==> config.mk <==
export PLATFORM = sky130hd
export DESIGN_NAME = vfl_out_fifo
export DESIGN_NICKNAME = d
export VERILOG_FILES = /design/src/hdl/vfl_pkg.sv /design/src/hdl/vfl_out_fifo.sv
export SDC_FILE = /design/constraint.sdc
export NUM_CORES = 1
export LEC_CHECK = 0
export BUFFER_PORTS_ARGS = -buffer_cell sky130_fd_sc_hd__buf_2
export CORE_MARGIN = 10
export CORE_UTILIZATION = 45
export DETAILED_ROUTE_END_ITERATION = 6
export PLACE_DENSITY = 0.68
export SLEW_MARGIN = 20
export SYNTH_ARGS = -nofsm -noshare
export SYNTH_HDL_FRONTEND = slang
export SYNTH_SLANG_ARGS = --single-unit
==> constraint.sdc <==
create_clock -name aclk -period 2.5 [get_ports aclk]
set_input_delay 0.5 -clock aclk [delete_from_list [all_inputs] [get_ports aclk]]
set_output_delay 0.5 -clock aclk [all_outputs]
set_load 0.05 [all_outputs]
==> src/hdl/vfl_pkg.sv <==
package vfl_pkg;

    // build-time defaults for the top-level parameters
    localparam int MAX_FRAMES_DEF       = 128;
    localparam int MAX_FRAME_PIXELS_DEF = 4096;

    // register widths and reset values
    localparam int FRAME_PIXELS_W   = 13;
    localparam int LOOP_DEPTH_W     = 8;
    localparam logic [FRAME_PIXELS_W-1:0] FRAME_PIXELS_RST = 13'd4096;
    localparam logic [LOOP_DEPTH_W-1:0]   LOOP_DEPTH_RST   = 8'd125;

    // register word index, taken from paddr[2]
    localparam logic REG_FRAME_PIXELS = 1'b0;
    localparam logic REG_LOOP_DEPTH   = 1'b1;

    localparam int APB_ADDR_W = 3;
    localparam int APB_DATA_W = 32;

    localparam int PIXEL_W = 32;
    localparam logic [PIXEL_W-1:0] BLACK_PIXEL = '0;

    // output buffer
    localparam int FIFO_DEPTH = 4;
    localparam int FIFO_PTR_W = 2;
    localparam int FIFO_CNT_W = 3;

    typedef struct packed {
        logic               is_recording;
        logic [PIXEL_W-1:0] pixel;
    } vfl_result_t;

    typedef struct packed {
        logic                  empty;
        logic [FIFO_CNT_W-1:0] level;
    } vfl_fifo_status_t;

endpackage

==> src/hdl/vfl_out_fifo.sv <==
module vfl_out_fifo (
    input  logic                      aclk,
    input  logic                      aresetn,
    input  logic                      push,
    input  vfl_pkg::vfl_result_t      push_data,
    input  logic                      pop,
    output vfl_pkg::vfl_result_t      head_data,
    output vfl_pkg::vfl_fifo_status_t status
);
    import vfl_pkg::*;

    vfl_result_t           fifo_mem [FIFO_DEPTH];
    logic [FIFO_PTR_W-1:0] wr_ptr_reg, wr_ptr_next;
    logic [FIFO_PTR_W-1:0] rd_ptr_reg, rd_ptr_next;
    logic [FIFO_CNT_W-1:0] level_reg, level_next;
    logic                  do_pop;

    assign do_pop = pop && (level_reg != '0);

    always_comb begin
        wr_ptr_next = push   ? wr_ptr_reg + 1'b1 : wr_ptr_reg;
        rd_ptr_next = do_pop ? rd_ptr_reg + 1'b1 : rd_ptr_reg;
        level_next  = level_reg;
        if (push && !do_pop) begin
            level_next = level_reg + 1'b1;
        end else if (!push && do_pop) begin
            level_next = level_reg - 1'b1;
        end
    end

    always_ff @(posedge aclk) begin
        if (!aresetn) begin
            wr_ptr_reg <= '0;
            rd_ptr_reg <= '0;
            level_reg  <= '0;
        end else begin
            wr_ptr_reg <= wr_ptr_next;
            rd_ptr_reg <= rd_ptr_next;
            level_reg  <= level_next;
        end
    end

    always_ff @(posedge aclk) begin
        if (push) begin
            fifo_mem[wr_ptr_reg] <= push_data;
        end
    end

    assign head_data    = fifo_mem[rd_ptr_reg];
    assign status.level = level_reg;
    assign status.empty = (level_reg == '0);

endmodule

# == After elaboration in Yosys (flattened, before gate mapping) ==
# Memories as Yosys holds them, arrays and structs flattened. A register that Yosys moved wholly into a read port is not among the register bits.
# Index checks and enable logic that the tools add are counted.
# totals
wordCells,22
mem_bits_rw,132
memories,1
inputBits,37
register_bits,7
# mem_list
memory,words,word_bits,rd,rd_ports_with_merged_regs,write_ports,line_no,text
fifo_mem,4,33,1,1,1,vfl_out_fifo.sv:12,vfl_result_t fifo_mem [FIFO_DEPTH];
# classes
n_reduce_logical,8
n_addsub,4
mux,6
# op_table
cell,n
$mux 3,2
$add 2x1->2 const B,2
$mux 2,2
$add 3x1->3 const B,1
$logic_and 1x1->1,3
$logic_not 3->1,1
$reduce_bool 3->1,1
$sub 3x1->3 const B,1
$logic_not 1->1,2
$mux 1,2
$reduce_bool 2->1,1

# == Logic depth before layout (Yosys ltp) ==
# logic_depth
word_depth,5
mapped_depth,7
depth_no_buf,7

# == Worst setup path before layout ==
# Ideal clock, no wire load.
# synth_path
kind,register -> output
from,reg level_reg[0]
to,out status[3] (netlist bit)
slack_ps,272
path_buffers,0
stages_incl_launch_ff,2
arrival_ps,1728
cell_sequence,dfxtp_1 nor3_1
# synth_rtl
element,line_no,text
start: declaration,vfl_out_fifo.sv:15,"logic [FIFO_CNT_W-1:0] level_reg, level_next;"
start signal: assignment,vfl_out_fifo.sv:39,level_reg <= level_next;
end: declaration,vfl_out_fifo.sv:8,output vfl_pkg::vfl_fifo_status_t status

==> reports/results.tsv <==
stage	metric	value	unit
placement	gp_congestion	0.6683	
synthesis	syn_area	5276	um^2
hold_path	hold_start	push_data[2]	
detailed_routing	routed_via_density	5.132	
setup_path	cp-end-kind	output port	
detailed_routing	drc	0	
setup_path	worstPathRequired	2.00	ns
sta	rsz0062_at_grt	false	
grt	grt_pass1_vias	2622	
sta	min_period_over_period	93.20	%
layout	num-nets-final	350	
grt	antenna_found_initial	0	
sta	hold_slack	0.3065	ns
power	p_leak	2.182	nW
cts	worstSkewPairLatency	0.40	ns
setup_path	critPathArrivalTime	1.83	ns
synthesis	async_flop_share	0	%
detailed_routing	drtIter0Drc	140	
power	p_sw	0.002308	W
cts	h-tree-depth	4	
power	p_int	0.004660	W
cts	clockBufferDepth	2	
detailed_routing	drt_wl_total	9301	um
power	ir_drop	0.6398	mV
placement	io_buffers	73	
setup_path	reg2regPathDepth	7	
setup_path	worstPathCellList	buf_6, mux4_1, buf_2	
detailed_routing	ant_nets	0	
sta	relSlewSlack	66.16	%
layout	area_growth	20.35	%
synthesis	syn_nets	258	
die	rows	39	
power	pwr-share-comb	29.6	%
cts	clock_sinks	141	
cts	clkTransAtPathRegs	0.06	ns
layout	stdcell_count	463	
setup_path	criticalPathCategory	reg -> out	
sta	fin_crit	2.330	ns
run	max_cap_violations	0	
hold_path	hold_class	in -> reg	
die	fp.dieArea	16460	um^2
detailed_routing	vias	2376	
cts	cts_tree	built	
setup_path	rrSetupSlack	0.44	ns
setup_path	r2r-start	level_reg[1]$_SDFFE_PN0P_	
die	fp.coreArea	11470	um^2
synthesis	yosys_warnings	0	
power	cellPowerDensity	1097	nW/um^2
setup_path	r2r_end	level_reg[2]$_SDFFE_PN0P_	
grt	grt_pass1_wl	14520	um
sta	fin_skew	0.005773	ns
synthesis	syn_avg_cell_area	24.54	um^2
die	num_io_pins	74	
sta	finalSetupViolCount	0	
setup_path	crit_slowest_cell	mux4_1	
setup_path	cp_max_fo	15	
sta	tightest_slew	0.5076	ns
synthesis	ys_top_cells_by_area	edfxtp_1 75%, mux4_2 13%, dfxtp_1 3.4%, mux4_1 1.5%, ha_1 1.2%	
synthesis	syn_inst	215	
power	clock_power_share	30.0	%
run_status	status	completed	
layout	layout_common_cells	132 x edfxtp_1, 73 x buf_2, 30 x mux4_2	
synthesis	synth_edf_count	132	
setup_path	max_stage_delay	0.61	ns
die	initial_utilization	46.01	%
cts	root_buffer	clkbuf_16	
layout	drive_gt1_share	44.06	%
synthesis	synth_top_area_share	75.12	%
layout	largest_reg_flops	132	
grt	track_usage	11.82	%
layout	final_common_cell	edfxtp_1	
hold_path	holdPathEnd	fifo_mem[1][2]$_DFFE_PP_	
synthesis	synth-seq-cells	141	
layout	diodes	0	
cts	cts_buffers	17	
hold_path	min_delay_path_depth	1	
power	p_sw_share	33.12	%
placement	placedCellCount	431	
power	pwr-share-seq	40.4	%
detailed_routing	wl_per_cell	20.09	um
layout	fill_cells	858	
grt	overflow	0	
sta	fmax	429.2	MHz
setup_path	startpoint_type	register	
synthesis	yosys.cell_types.count	22	
sta	slew_violations	0	
synthesis	synth_top_area_cell	edfxtp_1	
detailed_routing	first_pass_iters	4	
sta	finalHoldViolations	0	
placement	pre_cts_slack	0.4190	ns
grt	grt_max_degree	21	
synthesis	synthFlopType	edfxtp_1	
synthesis	ys_seq_area_share	78.54	%
placement	dpl.hpwl	5961	um
die	die_w	128.3	um
die	die_h	128.3	um
sta	timing.setup.tns	0	ns
sta	setup_slack	0.1699	ns
cell type report:
type | instances | area [um^2] | area share (%)
tap | 143 | 178.9 | 2.818
inverter | 3 | 11.26 | 0.1773
clock buffer | 22 | 444.2 | 6.995
multi-input combinational | 63 | 1036 | 16.32
clock inverter | 10 | 50.05 | 0.7882
sequential | 141 | 4146 | 65.30
timing repair buffer | 81 | 483.0 | 7.606
worst max-delay path: cells and delay by family, from the launching register on:
family,cells,cell delay [ns]
mux,1,0.61
buf+inv,2,0.46
flops,1,0.34
power groups by stage:
| stage | registers [W] | logic [W] | clock network [W] |
|---|---|---|---|
| after global placement | 0.00285 | 0.00209 | 0 |
| after floorplan | 0.00290 | 0.00168 | 0 |
| after CTS | 0.00281 | 0.00211 | 0.00214 |
| after detailed placement | 0.00286 | 0.00210 | 0 |
| after global routing | 0.00283 | 0.00220 | 0.00225 |
| final | 0.00281 | 0.00206 | 0.00209 |
what timing repair did:
| item | 4_1_cts | 5_1_grt |
|---|---|---|
| setup endpoints to repair | 0 | 1 |
| setup buffers | 0 | 0 |
| hold buffers | 0 | 0 |
| gates resized for setup | 0 | 2 |
| hold endpoints to repair | 0 | 0 |
stage by stage:
stage | area, um^2 | total power [W] | util [%]
floorplan | 5276 | 0.004584 | -
global placement | 5848 | 0.004944 | 51.00
detailed placement | 5848 | 0.004964 | 51.00
CTS | 6342 | 0.007064 | 55.31
global route | 6350 | 0.007268 | 55.37
finish | 6350 | 0.006967 | 55.37
metal layers:
layer  up-vias  global-route usage, %  wire (um)
met1      1205                  15.11       4061
met4         0                  5.762        182
met3        16                  4.839        660
met2        68                  17.08       4396
li1       1087                      -          -
met5         -                      0          0
how the worst max path moves through the flow:
stage	startpoint	to	slack (ns)	cells past startpoint
2_1_floorplan	level_reg[0]$_SDFFE_PN0P_	status[3]	0.27	1
3_3_place_gp	pop	level_reg[2]$_SDFFE_PN0P_	0.50	8
3_5_place_dp	pop	level_reg[2]$_SDFFE_PN0P_	0.42	8
4_1_cts	register	head_data[25]	0.04	3
5_1_grt	register	head_data[30]	0.08	3
6_report	register	head_data[30]	0.17	3
kinds of logic (layout without fill, tap and decap cells):
logic type	count (synthesis)	count (layout)	synth area share, %
mux	35	35	14.68
buf+inv	11	116	1.921
fa+ha+maj	6	6	1.565
compound gates	4	4	0.9486
xor+xnor	5	5	0.8301
simple gates	13	13	1.518
flops	141	141	78.54
Yosys cell counts, types with 2 or more instances:
cell,n
edfxtp_1,132
xnor2_1,3
buf_2,3
xor2_1,2
mux4_2,30
mux2i_1,2
ha_1,5
buf_12,3
nor2b_1,2
dfxtp_1,9
and2_1,9
inv_1,3
mux4_1,3
Note: power is estimated with default switching activity, not from simulation.
